$ cat src/rtl/core/arpc_pkg.sv
// Shared types and constants for the ARP cache with aging.
// Used by the controller, the datapath and the top level. No dependencies.
package arpc_pkg;

   localparam int ENTRIES_DEFAULT = 16;

   localparam int OP_W        = 2;
   localparam int IP_W        = 32;
   localparam int MAC_W       = 48;
   localparam int STAMP_W     = 16;
   localparam int TIMEOUT_W   = 15;
   localparam int COUNT_OUT_W = 5;

   localparam logic [TIMEOUT_W-1:0] TIMEOUT_RESET = 15'd60;

   // Operation codes; code 3 is unused and leaves the state alone
   typedef enum logic [OP_W-1:0] {
      OP_ADD    = 2'd0,
      OP_LOOKUP = 2'd1,
      OP_TICK   = 2'd2
   } op_type;

   typedef enum logic [2:0] {
      ST_CLEAR,
      ST_IDLE,
      ST_SCAN,
      ST_DRAIN,
      ST_WRITE,
      ST_DONE
   } state_type;

   // One table slot as stored in the entry RAM
   typedef struct packed {
      logic               valid;
      logic [IP_W-1:0]    ip;
      logic [MAC_W-1:0]   mac;
      logic [STAMP_W-1:0] stamp;
   } entry_type;

   localparam int ENTRY_W = $bits(entry_type);

   // Controller to datapath
   typedef struct packed {
      logic accept;      // request transfer this cycle
      logic clr_write;   // clearing pass: invalidate slot at walk index
      logic scan_read;   // walk: read slot at walk index
      logic commit;      // add: write the chosen slot
      logic rsp_load;    // load the response register
   } cmd_type;

   // Datapath to controller
   typedef struct packed {
      logic   idx_last;
      logic   rsp_busy;
      op_type op;
   } sts_type;

endpackage

$ cat src/rtl/core/arpc_ram.sv
// Generic single-write, single-read RAM with registered read data.
// No dependencies.
module arpc_ram #(
   parameter int WIDTH = 8,
   parameter int DEPTH = 16
) (
   input  logic                     clock,
   input  logic                     wr_en,
   input  logic [$clog2(DEPTH)-1:0] wr_addr,
   input  logic [WIDTH-1:0]         wr_data,
   input  logic                     rd_en,
   input  logic [$clog2(DEPTH)-1:0] rd_addr,
   output logic [WIDTH-1:0]         rd_data
);

   logic [WIDTH-1:0] mem_ff [DEPTH];

   always_ff @(posedge clock) begin
      if (wr_en) begin
         mem_ff[wr_addr] <= wr_data;
      end
      if (rd_en) begin
         rd_data <= mem_ff[rd_addr];
      end
   end

endmodule

$ cat src/rtl/core/arpc_ctrl.sv
// Sequencer for the ARP cache: clearing pass, table walk, write-back, response.
// Depends on arpc_pkg.
module arpc_ctrl (
   input  logic              clock,
   input  logic              reset,
   input  logic              req_valid,
   output logic              req_ready,
   input  arpc_pkg::sts_type sts,
   output arpc_pkg::cmd_type cmd
);

   import arpc_pkg::*;

   state_type state_ff;
   state_type state_in;

   always_comb begin
      state_in = state_ff;
      unique case (state_ff)
         ST_CLEAR: begin
            if (sts.idx_last) state_in = ST_IDLE;
         end
         ST_IDLE: begin
            if (req_valid) state_in = ST_SCAN;
         end
         ST_SCAN: begin
            if (sts.idx_last) state_in = ST_DRAIN;
         end
         ST_DRAIN: begin
            state_in = (sts.op == OP_ADD) ? ST_WRITE : ST_DONE;
         end
         ST_WRITE: begin
            state_in = ST_DONE;
         end
         ST_DONE: begin
            if (!sts.rsp_busy) state_in = ST_IDLE;
         end
         default: begin
            state_in = ST_CLEAR;
         end
      endcase
   end

   always_comb begin
      req_ready = 1'b0;
      cmd       = '0;
      unique case (state_ff)
         ST_CLEAR: cmd.clr_write = 1'b1;
         ST_IDLE: begin
            req_ready  = 1'b1;
            cmd.accept = req_valid;
         end
         ST_SCAN:  cmd.scan_read = 1'b1;
         ST_DRAIN: ;
         ST_WRITE: cmd.commit = 1'b1;
         ST_DONE:  cmd.rsp_load = !sts.rsp_busy;
         default: ;
      endcase
   end

   always_ff @(posedge clock) begin
      if (reset) begin
         state_ff <= ST_CLEAR;
      end else begin
         state_ff <= state_in;
      end
   end

endmodule

$ cat src/rtl/core/arpc_dp.sv
// Datapath for the ARP cache: entry RAM, walk index, match/free/expiry
// tracking, second counter, occupancy count, timeout register, response.
// Depends on arpc_pkg and arpc_ram.
module arpc_dp #(
   parameter int ENTRIES = arpc_pkg::ENTRIES_DEFAULT
) (
   input  logic                             clock,
   input  logic                             reset,
   input  arpc_pkg::cmd_type                cmd,
   output arpc_pkg::sts_type                sts,
   input  logic [arpc_pkg::OP_W-1:0]        req_operation,
   input  logic [arpc_pkg::IP_W-1:0]        req_ip_address,
   input  logic [arpc_pkg::MAC_W-1:0]       req_mac_address,
   input  logic                             csr_write_enable,
   input  logic [arpc_pkg::TIMEOUT_W-1:0]   csr_write_data,
   input  logic                             rsp_ready,
   output logic                             rsp_valid,
   output logic                             rsp_hit,
   output logic [arpc_pkg::MAC_W-1:0]       rsp_found_mac,
   output logic [arpc_pkg::COUNT_OUT_W-1:0] rsp_entry_count,
   output logic                             rsp_status
);

   import arpc_pkg::*;

   localparam int IDX_W  = $clog2(ENTRIES);
   localparam int CLOG_N = $clog2(ENTRIES + 1);
   localparam int CNT_W  = (CLOG_N > COUNT_OUT_W) ? CLOG_N : COUNT_OUT_W;

   logic [IDX_W-1:0]     idx_ff, idx_in;
   op_type               op_ff;
   logic [IP_W-1:0]      ip_ff;
   logic [MAC_W-1:0]     mac_ff;
   logic [STAMP_W-1:0]   now_ff, now_in;
   logic [CNT_W-1:0]     count_ff, count_in;
   logic [TIMEOUT_W-1:0] timeout_ff, timeout_in;
   logic                 chk_vld_ff;
   logic [IDX_W-1:0]     chk_idx_ff;
   logic                 hit_found_ff, hit_found_in;
   logic [IDX_W-1:0]     hit_idx_ff;
   logic [MAC_W-1:0]     hit_mac_ff;
   logic                 free_found_ff, free_found_in;
   logic [IDX_W-1:0]     free_idx_ff;
   logic                 rsp_valid_ff, rsp_valid_in;
   logic                 rsp_hit_ff;
   logic [MAC_W-1:0]     rsp_mac_ff;
   logic [COUNT_OUT_W-1:0] rsp_count_ff;
   logic                 rsp_status_ff;

   logic                 idx_last;
   logic [ENTRY_W-1:0]   rd_data;
   entry_type            rd_entry;
   logic [STAMP_W-1:0]   age;
   logic                 match;
   logic                 free_seen;
   logic                 expire;
   logic                 insert_new;
   logic                 lookup_hit;
   logic                 wr_en;
   logic [IDX_W-1:0]     wr_addr;
   entry_type            wr_entry;

   arpc_ram #(
      .WIDTH (ENTRY_W),
      .DEPTH (ENTRIES)
   ) u_entry_ram (
      .clock   (clock),
      .wr_en   (wr_en),
      .wr_addr (wr_addr),
      .wr_data (wr_entry),
      .rd_en   (cmd.scan_read),
      .rd_addr (idx_ff),
      .rd_data (rd_data)
   );

   assign idx_last = (idx_ff == IDX_W'(ENTRIES - 1));
   assign rd_entry = rd_data;

   // Read data is registered, so it lags the walk index by one register
   assign age       = now_ff - rd_entry.stamp;
   assign match     = chk_vld_ff && rd_entry.valid && (rd_entry.ip == ip_ff);
   assign free_seen = chk_vld_ff && !rd_entry.valid;
   assign expire    = chk_vld_ff && (op_ff == OP_TICK) && rd_entry.valid
                      && (age >= STAMP_W'(timeout_ff));
   assign insert_new = cmd.commit && !hit_found_ff && free_found_ff;
   assign lookup_hit = (op_ff == OP_LOOKUP) && hit_found_ff;

   always_comb begin
      idx_in = idx_ff;
      if (cmd.accept) begin
         idx_in = '0;
      end else if (cmd.clr_write || cmd.scan_read) begin
         idx_in = idx_last ? '0 : idx_ff + IDX_W'(1);
      end
   end

   always_comb begin
      hit_found_in  = cmd.accept ? 1'b0 : (hit_found_ff | match);
      free_found_in = cmd.accept ? 1'b0 : (free_found_ff | free_seen);
      now_in        = now_ff;
      if (cmd.accept && (req_operation == OP_TICK)) begin
         now_in = now_ff + STAMP_W'(1);
      end
      timeout_in = csr_write_enable ? csr_write_data : timeout_ff;
   end

   // An expiry and an insert never fall in the same cycle
   always_comb begin
      count_in = count_ff;
      if (expire) begin
         count_in = count_ff - CNT_W'(1);
      end else if (insert_new) begin
         count_in = count_ff + CNT_W'(1);
      end
   end

   always_comb begin
      wr_en    = 1'b0;
      wr_addr  = idx_ff;
      wr_entry = '0;
      priority if (cmd.clr_write) begin
         wr_en = 1'b1;
      end else if (expire) begin
         wr_en   = 1'b1;
         wr_addr = chk_idx_ff;
      end else if (cmd.commit && (hit_found_ff || free_found_ff)) begin
         wr_en          = 1'b1;
         wr_addr        = hit_found_ff ? hit_idx_ff : free_idx_ff;
         wr_entry.valid = 1'b1;
         wr_entry.ip    = ip_ff;
         wr_entry.mac   = mac_ff;
         wr_entry.stamp = now_ff;
      end else begin
         wr_en = 1'b0;
      end
   end

   always_comb begin
      rsp_valid_in = rsp_valid_ff;
      if (cmd.rsp_load) begin
         rsp_valid_in = 1'b1;
      end else if (rsp_ready) begin
         rsp_valid_in = 1'b0;
      end
   end

   always_ff @(posedge clock) begin
      if (reset) begin
         idx_ff        <= '0;
         now_ff        <= '0;
         count_ff      <= '0;
         timeout_ff    <= TIMEOUT_RESET;
         chk_vld_ff    <= 1'b0;
         hit_found_ff  <= 1'b0;
         free_found_ff <= 1'b0;
         rsp_valid_ff  <= 1'b0;
      end else begin
         idx_ff        <= idx_in;
         now_ff        <= now_in;
         count_ff      <= count_in;
         timeout_ff    <= timeout_in;
         chk_vld_ff    <= cmd.scan_read;
         hit_found_ff  <= hit_found_in;
         free_found_ff <= free_found_in;
         rsp_valid_ff  <= rsp_valid_in;
      end
   end

   always_ff @(posedge clock) begin
      chk_idx_ff <= idx_ff;
      if (cmd.accept) begin
         op_ff  <= op_type'(req_operation);
         ip_ff  <= req_ip_address;
         mac_ff <= req_mac_address;
      end
      if (match && !hit_found_ff) begin
         hit_idx_ff <= chk_idx_ff;
         hit_mac_ff <= rd_entry.mac;
      end
      if (free_seen && !free_found_ff) begin
         free_idx_ff <= chk_idx_ff;
      end
      if (cmd.rsp_load) begin
         rsp_hit_ff    <= lookup_hit;
         rsp_mac_ff    <= lookup_hit ? hit_mac_ff : '0;
         rsp_count_ff  <= count_ff[COUNT_OUT_W-1:0];
         rsp_status_ff <= (op_ff == OP_ADD) && !hit_found_ff && !free_found_ff;
      end
   end

   assign sts.idx_last = idx_last;
   assign sts.rsp_busy = rsp_valid_ff && !rsp_ready;
   assign sts.op       = op_ff;

   assign rsp_valid       = rsp_valid_ff;
   assign rsp_hit         = rsp_hit_ff;
   assign rsp_found_mac   = rsp_mac_ff;
   assign rsp_entry_count = rsp_count_ff;
   assign rsp_status      = rsp_status_ff;

endmodule

$ cat src/rtl/core/arp_cache_with_aging.sv
// ARP cache with aging: IPv4 to MAC table of ENTRIES slots in one RAM.
// Every request walks the whole RAM, one slot a cycle through its read port;
// an add then writes back its slot. The next request is taken once the
// response is loaded, which waits for the previous response to be accepted.
// Sync reset; afterwards a clearing pass invalidates the RAM with req_ready
// low. Timeout resets to 60 and may be written at any time.
module arp_cache_with_aging #(
   parameter int ENTRIES = arpc_pkg::ENTRIES_DEFAULT
) (
   input  logic                             clock,
   input  logic                             reset,
   input  logic                             req_valid,
   output logic                             req_ready,
   input  logic [arpc_pkg::OP_W-1:0]        req_operation,
   input  logic [arpc_pkg::IP_W-1:0]        req_ip_address,
   input  logic [arpc_pkg::MAC_W-1:0]       req_mac_address,
   output logic                             rsp_valid,
   input  logic                             rsp_ready,
   output logic                             rsp_hit,
   output logic [arpc_pkg::MAC_W-1:0]       rsp_found_mac,
   output logic [arpc_pkg::COUNT_OUT_W-1:0] rsp_entry_count,
   output logic                             rsp_status,
   input  logic                             csr_write_enable,
   input  logic [arpc_pkg::TIMEOUT_W-1:0]   csr_write_data
);

   import arpc_pkg::*;

   cmd_type cmd;
   sts_type sts;

   arpc_ctrl u_ctrl (
      .clock     (clock),
      .reset     (reset),
      .req_valid (req_valid),
      .req_ready (req_ready),
      .sts       (sts),
      .cmd       (cmd)
   );

   arpc_dp #(
      .ENTRIES (ENTRIES)
   ) u_dp (
      .clock            (clock),
      .reset            (reset),
      .cmd              (cmd),
      .sts              (sts),
      .req_operation    (req_operation),
      .req_ip_address   (req_ip_address),
      .req_mac_address  (req_mac_address),
      .csr_write_enable (csr_write_enable),
      .csr_write_data   (csr_write_data),
      .rsp_ready        (rsp_ready),
      .rsp_valid        (rsp_valid),
      .rsp_hit          (rsp_hit),
      .rsp_found_mac    (rsp_found_mac),
      .rsp_entry_count  (rsp_entry_count),
      .rsp_status       (rsp_status)
   );

endmodule

$ cat config.mk
export PLATFORM = sky130hd
export DESIGN_NAME = arp_cache_with_aging
export DESIGN_NICKNAME = d
export VERILOG_FILES = /design/src/rtl/core/arpc_pkg.sv /design/src/rtl/core/arpc_ram.sv /design/src/rtl/core/arpc_ctrl.sv /design/src/rtl/core/arpc_dp.sv /design/src/rtl/core/arp_cache_with_aging.sv
export SDC_FILE = /design/constraint.sdc
export NUM_CORES = 2
export LEC_CHECK = 0
export BUFFER_PORTS_ARGS = -buffer_cell sky130_fd_sc_hd__buf_2
export CAP_MARGIN = 30
export CORE_MARGIN = 10
export CORE_UTILIZATION = 45
export DETAILED_ROUTE_END_ITERATION = 6
export HOLD_SLACK_MARGIN = 0.05
export PLACE_DENSITY = 0.62
export RECOVER_POWER = 50
export SYNTH_ARGS = -nofsm -noshare
export SYNTH_HDL_FRONTEND = slang
export SYNTH_SLANG_ARGS = --single-unit
$ cat constraint.sdc
create_clock -name clock -period 22.3 [get_ports clock]
set_input_delay 2.23 -clock clock [delete_from_list [all_inputs] [get_ports clock]]
set_output_delay 2.23 -clock clock [all_outputs]
set_load 0.02 [all_outputs]
==> metrics.txt <==
# TYPE chip_impl_metric gauge
chip_impl_info{name="run_status",value="finished, violations left"} 1
chip_impl_info{name="failed_checks",value="max-capacitance violations, max-slew violations"} 1
chip_impl_metric{name="swShare",unit="%"} 20.6
chip_impl_info{name="grt_busiest_layer",value="met2"} 1
chip_impl_metric{name="buffer_ports.inserted",unit=""} 158
chip_impl_info{name="cp_slowest_cell",value="sky130_fd_sc_hd__clkbuf_1"} 1
chip_impl_metric{name="drt_pass1_iterations",unit=""} 5
chip_impl_metric{name="critical_path.n_buffers_inverters",unit=""} 2
chip_impl_metric{name="ctsHoldBuffers",unit=""} 0
chip_impl_metric{name="fillcell_total",unit=""} 12198
chip_impl_info{name="ys_top_cells_by_area",value="sky130_fd_sc_hd__edfxtp_1, sky130_fd_sc_hd__mux4_2, sky130_fd_sc_hd__dfxtp_1, sky130_fd_sc_hd__and2_1, sky130_fd_sc_hd__ha_1"} 1
chip_impl_metric{name="drt_first_iter_violations",unit=""} 3332
chip_impl_metric{name="core_area",unit="um2"} 158000
chip_impl_metric{name="synth-async-reset-ratio",unit="%"} 0
chip_impl_metric{name="mappedNetlistArea",unit="um2"} 71700
chip_impl_metric{name="ir_drop",unit="mV"} 0.0870
chip_impl_metric{name="worst_ep_arrival_time",unit="ps"} 13310
chip_impl_metric{name="max_slew.worst_pin.slew",unit="ps"} 8880
chip_impl_metric{name="worst_hold_slack",unit="ps"} 408
chip_impl_metric{name="global_route.usage.total",unit="%"} 17.9
chip_impl_info{name="critPathLaunchType",value="register"} 1
chip_impl_metric{name="clkSinkCount",unit=""} 1893
chip_impl_info{name="crit_path_cell_trace",value="ha_1 -> nor2b_1 -> o21ai_0 -> a21boi_0 -> o21a_1 -> o221a_2 -> or4_1 -> a31o_1 -> a21oi_1 -> xnor2_1 -> ha_1 -> a2111o_1 -> o32ai_1 -> a31oi_1 -> o21ai_0 -> inv_1 -> o221a_1 -> nor3_1 -> clkbuf_1"} 1
chip_impl_metric{name="synth_seq_cells",unit=""} 1893
chip_impl_metric{name="totalPowerFinal",unit="W"} 0.00735
chip_impl_metric{name="vias_per_cell",unit=""} 5.70
chip_impl_metric{name="ff_latch_area",unit="um2"} 56300
chip_impl_metric{name="drt.antenna.violating_nets",unit=""} 0
chip_impl_metric{name="grt_util_met2",unit="%"} 28.5
chip_impl_metric{name="remaining_drc_errors",unit=""} 0
chip_impl_metric{name="cts_made_buffers",unit=""} 186
chip_impl_metric{name="dieWidth",unit="um"} 419
chip_impl_metric{name="setup_violations",unit=""} 0
chip_impl_metric{name="multi_input_area",unit="um2"} 14700
chip_impl_info{name="yosysTopAreaCell",value="sky130_fd_sc_hd__edfxtp_1"} 1
chip_impl_metric{name="p_leak",unit="nW"} 27.0
chip_impl_metric{name="worst-endpoint-required",unit="ps"} 22440
chip_impl_metric{name="antenna_found_initial",unit=""} 9
chip_impl_metric{name="synth_nets",unit=""} 3235
chip_impl_metric{name="gpl.final_weighted_congestion",unit=""} 0.733
chip_impl_metric{name="yosys_warnings",unit=""} 0
chip_impl_metric{name="proportion_of_synthesized_chip_area_in_sequential_cells",unit="%"} 78.6
chip_impl_metric{name="fraction_of_layout_instances_using_a_drive_strength_above_1",unit="%"} 24.8
chip_impl_metric{name="layout.nets",unit=""} 3511
chip_impl_metric{name="num_vias",unit=""} 31924
chip_impl_metric{name="combinational_share_of_power",unit="%"} 4.9
chip_impl_metric{name="postCtsSetupBuffers",unit=""} 0
chip_impl_info{name="rsz_0062_raised_after_global_routing",value="false"} 1
chip_impl_info{name="clockRootBuffer",value="sky130_fd_sc_hd__clkbuf_16"} 1
chip_impl_metric{name="hold_viol_final",unit=""} 0
chip_impl_metric{name="grt_pass1_wl",unit="um"} 230000
chip_impl_metric{name="timing.final.crit_share",unit="%"} 59.1
chip_impl_metric{name="period_needed",unit="ps"} 13170
chip_impl_metric{name="wl_per_cell",unit="um"} 28.0
chip_impl_metric{name="cts_resized",unit=""} 0
chip_impl_info{name="cp-end-kind",value="register"} 1
chip_impl_metric{name="worstPathMaxFanout",unit=""} 97
chip_impl_info{name="holdCritPathClass",value="reg -> reg"} 1
chip_impl_metric{name="power_density",unit="nW/um2"} 90.9
chip_impl_metric{name="internal_power",unit="W"} 0.00584
chip_impl_info{name="cpLargestDelayFamily",value="buffers and inverters"} 1
chip_impl_info{name="criticalPathCategory",value="reg -> reg"} 1
chip_impl_metric{name="clk_path_buf_depth",unit=""} 3
chip_impl_metric{name="slowest_delay",unit="ps"} 6200
chip_impl_metric{name="sw_pwr",unit="W"} 0.00151
chip_impl_metric{name="netlist_instances",unit=""} 3096
chip_impl_metric{name="share_seq_of_total_power",unit="%"} 53.9
chip_impl_metric{name="yosys.cell_types.count",unit=""} 66
chip_impl_metric{name="fin_skew",unit="ps"} 36.0
chip_impl_metric{name="grt_pass1_vias",unit=""} 33195
chip_impl_metric{name="post_synth.cell_area_avg",unit="um2"} 23.2
chip_impl_metric{name="pin_count",unit=""} 159
chip_impl_metric{name="fin_setup_tns",unit="ps"} 0
chip_impl_metric{name="globalRouteMet3Util",unit="%"} 3.34
chip_impl_metric{name="slew_headroom",unit="%"} -492
chip_impl_metric{name="cts_max_level",unit=""} 4
chip_impl_metric{name="initial_utilization",unit="%"} 45.3
chip_impl_metric{name="maxSlewViolCount",unit=""} 1777
chip_impl_metric{name="clk_pin_slew_worst_setup_hold_paths",unit="ps"} 60
chip_impl_metric{name="hpwl",unit="um"} 82600
chip_impl_metric{name="die-height",unit="um"} 419
chip_impl_info{name="postSynth.topFlopCell",value="sky130_fd_sc_hd__edfxtp_1"} 1
chip_impl_metric{name="clock_power_share",unit="%"} 41.2
chip_impl_metric{name="max_freq",unit="GHz"} 0.0759
chip_impl_metric{name="post_synthesis_to_final_layout_area_growth",unit="%"} 12.8
chip_impl_metric{name="design.die.area",unit="um2"} 176000
chip_impl_metric{name="synth.top_cell.area_share",unit="%"} 77.1
chip_impl_metric{name="max_cap_viol_count",unit=""} 42
chip_impl_metric{name="insertion_delay",unit="ps"} 820
chip_impl_metric{name="finalWirelength",unit="um"} 157000
chip_impl_metric{name="grt_overflow_total",unit=""} 0
chip_impl_metric{name="grt_max_degree",unit=""} 132
chip_impl_metric{name="synth-edff-count",unit=""} 1842
chip_impl_metric{name="gr-usage-met1",unit="%"} 25.5
chip_impl_info{name="cts_tree",value="done"} 1
chip_impl_metric{name="rows",unit=""} 146
-- cell type report --
cell class / instances / area share (%)
well taps: 2072 / 3.21
clock buffers: 224 / 5.96
flip-flops and latches: 1893 / 69.7
repair buffers: 224 / 1.49
inverters: 40 / 0.186
diodes: 2 / 0.00619
multi-input cells: 1027 / 18.2
clock inverters: 120 / 1.33
-- logic make-up after synthesis --
| logic type | after synthesis | share of synthesized area, % |
|---|---|---|
| flops | 1893 | 78.6 |
| mux | 501 | 15.5 |
| simple gates | 327 | 2.56 |
| buf+inv | 176 | 0.954 |
| compound gates | 100 | 1.03 |
| xor+xnor | 62 | 0.768 |
| fa+ha+maj | 37 | 0.667 |
-- path summary, 6_finish.rpt --
kind | end | slack [ps] | startpoint | cells after the start
setup reg to reg | u_dp.u_entry_ram.mem_ff[10][33]$_DFFE_PP_ | 9130 | u_dp.now_ff[2]$_SDFFE_PP0P_ | 19
setup / recovery | u_dp.u_entry_ram.mem_ff[10][33]$_DFFE_PP_ | 9130 | u_dp.now_ff[2]$_SDFFE_PP0P_ | 19
hold reg to reg | u_dp.hit_mac_ff[1]$_DFFE_PP_ | 410 | u_dp.u_entry_ram.rd_data[17]$_DFFE_PP_ | 0
hold / removal | u_dp.hit_mac_ff[1]$_DFFE_PP_ | 410 | u_dp.u_entry_ram.rd_data[17]$_DFFE_PP_ | 0
-- routing by layer --
| layer | share of wire, % | vias up |
|---|---|---|
| li1 | - | 13528 |
| met1 | 43 | 17131 |
| met5 | 0.0045 | - |
| met3 | 6.3 | 224 |
| met2 | 49 | 1039 |
| met4 | 2.2 | 2 |
-- synth_stat cells, types with 3 or more instances --
cell type,n
sky130_fd_sc_hd__nor4_1,7
sky130_fd_sc_hd__o221a_2,3
sky130_fd_sc_hd__and2_1,145
sky130_fd_sc_hd__nand3_1,15
sky130_fd_sc_hd__buf_1,44
sky130_fd_sc_hd__nor2b_1,7
sky130_fd_sc_hd__a211oi_1,8
sky130_fd_sc_hd__o211ai_1,5
sky130_fd_sc_hd__o21a_1,5
sky130_fd_sc_hd__o21ai_1,3
sky130_fd_sc_hd__a21o_1,8
sky130_fd_sc_hd__clkbuf_1,83
sky130_fd_sc_hd__nor3_2,3
sky130_fd_sc_hd__dfxtp_1,51
sky130_fd_sc_hd__edfxtp_1,1842
sky130_fd_sc_hd__nand4_1,10
sky130_fd_sc_hd__and3_1,10
sky130_fd_sc_hd__mux2i_1,16
sky130_fd_sc_hd__inv_1,40
sky130_fd_sc_hd__a21oi_1,26
sky130_fd_sc_hd__xnor2_1,19
sky130_fd_sc_hd__or3_1,6
sky130_fd_sc_hd__o21ai_0,16
sky130_fd_sc_hd__nor2_1,62
sky130_fd_sc_hd__mux4_2,485
sky130_fd_sc_hd__nand2b_1,8
sky130_fd_sc_hd__ha_1,35
sky130_fd_sc_hd__nor3_1,14
sky130_fd_sc_hd__or2_1,3
sky130_fd_sc_hd__clkbuf_2,6
sky130_fd_sc_hd__xor2_1,42
sky130_fd_sc_hd__nand2_1,26
-- stage by stage --
stage	area [um2]	util [%]	instances	setup WS [ps]
after detailed placement	75400	47.6	5251	14570
final	80900	51.1	5602	9130
after floorplan	71700	-	3096	10910
after CTS	81300	51.3	5595	14490
after global routing	80900	51.1	5601	8350
after global placement	75200	47.5	5242	14500
-- flip-flops by register name, summed over array words and instances (netlist names), 5 cells and up --
signal,flops
u_dp.u_entry_ram.mem_ff,1552
u_dp.u_entry_ram.rd_data,97
u_dp.hit_mac_ff,48
u_dp.mac_ff,48
u_dp.rsp_found_mac,48
u_dp.ip_ff,32
u_dp.now_ff,16
u_dp.timeout_ff,15
u_dp.count_ff,5
u_dp.rsp_entry_count,5
-- power by group through the flow --
| stage | Clock, W | Combinational, W | Sequential, W |
|---|---|---|---|
| global placement | 0 | 0.000355 | 0.00403 |
| finish | 0.00302 | 0.000360 | 0.00397 |
| detailed placement | 0 | 0.000358 | 0.00403 |
| CTS | 0.00309 | 0.000359 | 0.00396 |
| floorplan | 0 | 0.000249 | 0.00403 |
| global route | 0.00324 | 0.000385 | 0.00397 |
-- worst reg2reg max path, stage by stage, from the launching register on --
cell and delay, ps:
sky130_fd_sc_hd__dfxtp_1 520, sky130_fd_sc_hd__ha_1 350, sky130_fd_sc_hd__nor2b_1 150, sky130_fd_sc_hd__o21ai_0 200, sky130_fd_sc_hd__a21boi_0 150, sky130_fd_sc_hd__o21a_1 220
sky130_fd_sc_hd__o221a_2 260, sky130_fd_sc_hd__or4_1 500, sky130_fd_sc_hd__a31o_1 230, sky130_fd_sc_hd__a21oi_1 180, sky130_fd_sc_hd__xnor2_1 80, sky130_fd_sc_hd__ha_1 200
sky130_fd_sc_hd__a2111o_1 410, sky130_fd_sc_hd__o32ai_1 260, sky130_fd_sc_hd__a31oi_1 170, sky130_fd_sc_hd__o21ai_0 1190, sky130_fd_sc_hd__inv_1 490, sky130_fd_sc_hd__o221a_1 440
sky130_fd_sc_hd__nor3_1 210, sky130_fd_sc_hd__clkbuf_1 6200
-- cells in the final DEF, fill, tap and decap left out, types with 8 or more instances in the layout --
cell type	n
sky130_fd_sc_hd__a211oi_1	8
sky130_fd_sc_hd__a21o_1	8
sky130_fd_sc_hd__a21oi_1	26
sky130_fd_sc_hd__and2_0	58
sky130_fd_sc_hd__and2_1	87
sky130_fd_sc_hd__and3_1	10
sky130_fd_sc_hd__buf_2	84
sky130_fd_sc_hd__buf_4	20
sky130_fd_sc_hd__bufinv_16	15
sky130_fd_sc_hd__clkbuf_1	148
sky130_fd_sc_hd__clkbuf_16	187
sky130_fd_sc_hd__clkinv_1	50
sky130_fd_sc_hd__clkinv_2	34
sky130_fd_sc_hd__dfxtp_1	51
sky130_fd_sc_hd__edfxtp_1	1842
sky130_fd_sc_hd__ha_1	35
sky130_fd_sc_hd__inv_1	40
sky130_fd_sc_hd__inv_6	8
sky130_fd_sc_hd__mux2i_1	16
sky130_fd_sc_hd__mux4_2	485
sky130_fd_sc_hd__nand2_1	26
sky130_fd_sc_hd__nand2b_1	8
sky130_fd_sc_hd__nand3_1	15
sky130_fd_sc_hd__nand4_1	10
sky130_fd_sc_hd__nor2_1	58
sky130_fd_sc_hd__nor3_1	14
sky130_fd_sc_hd__o21ai_0	18
sky130_fd_sc_hd__xnor2_1	19
sky130_fd_sc_hd__xor2_1	42
No activity file was read; power rests on OpenSTA's default activity.
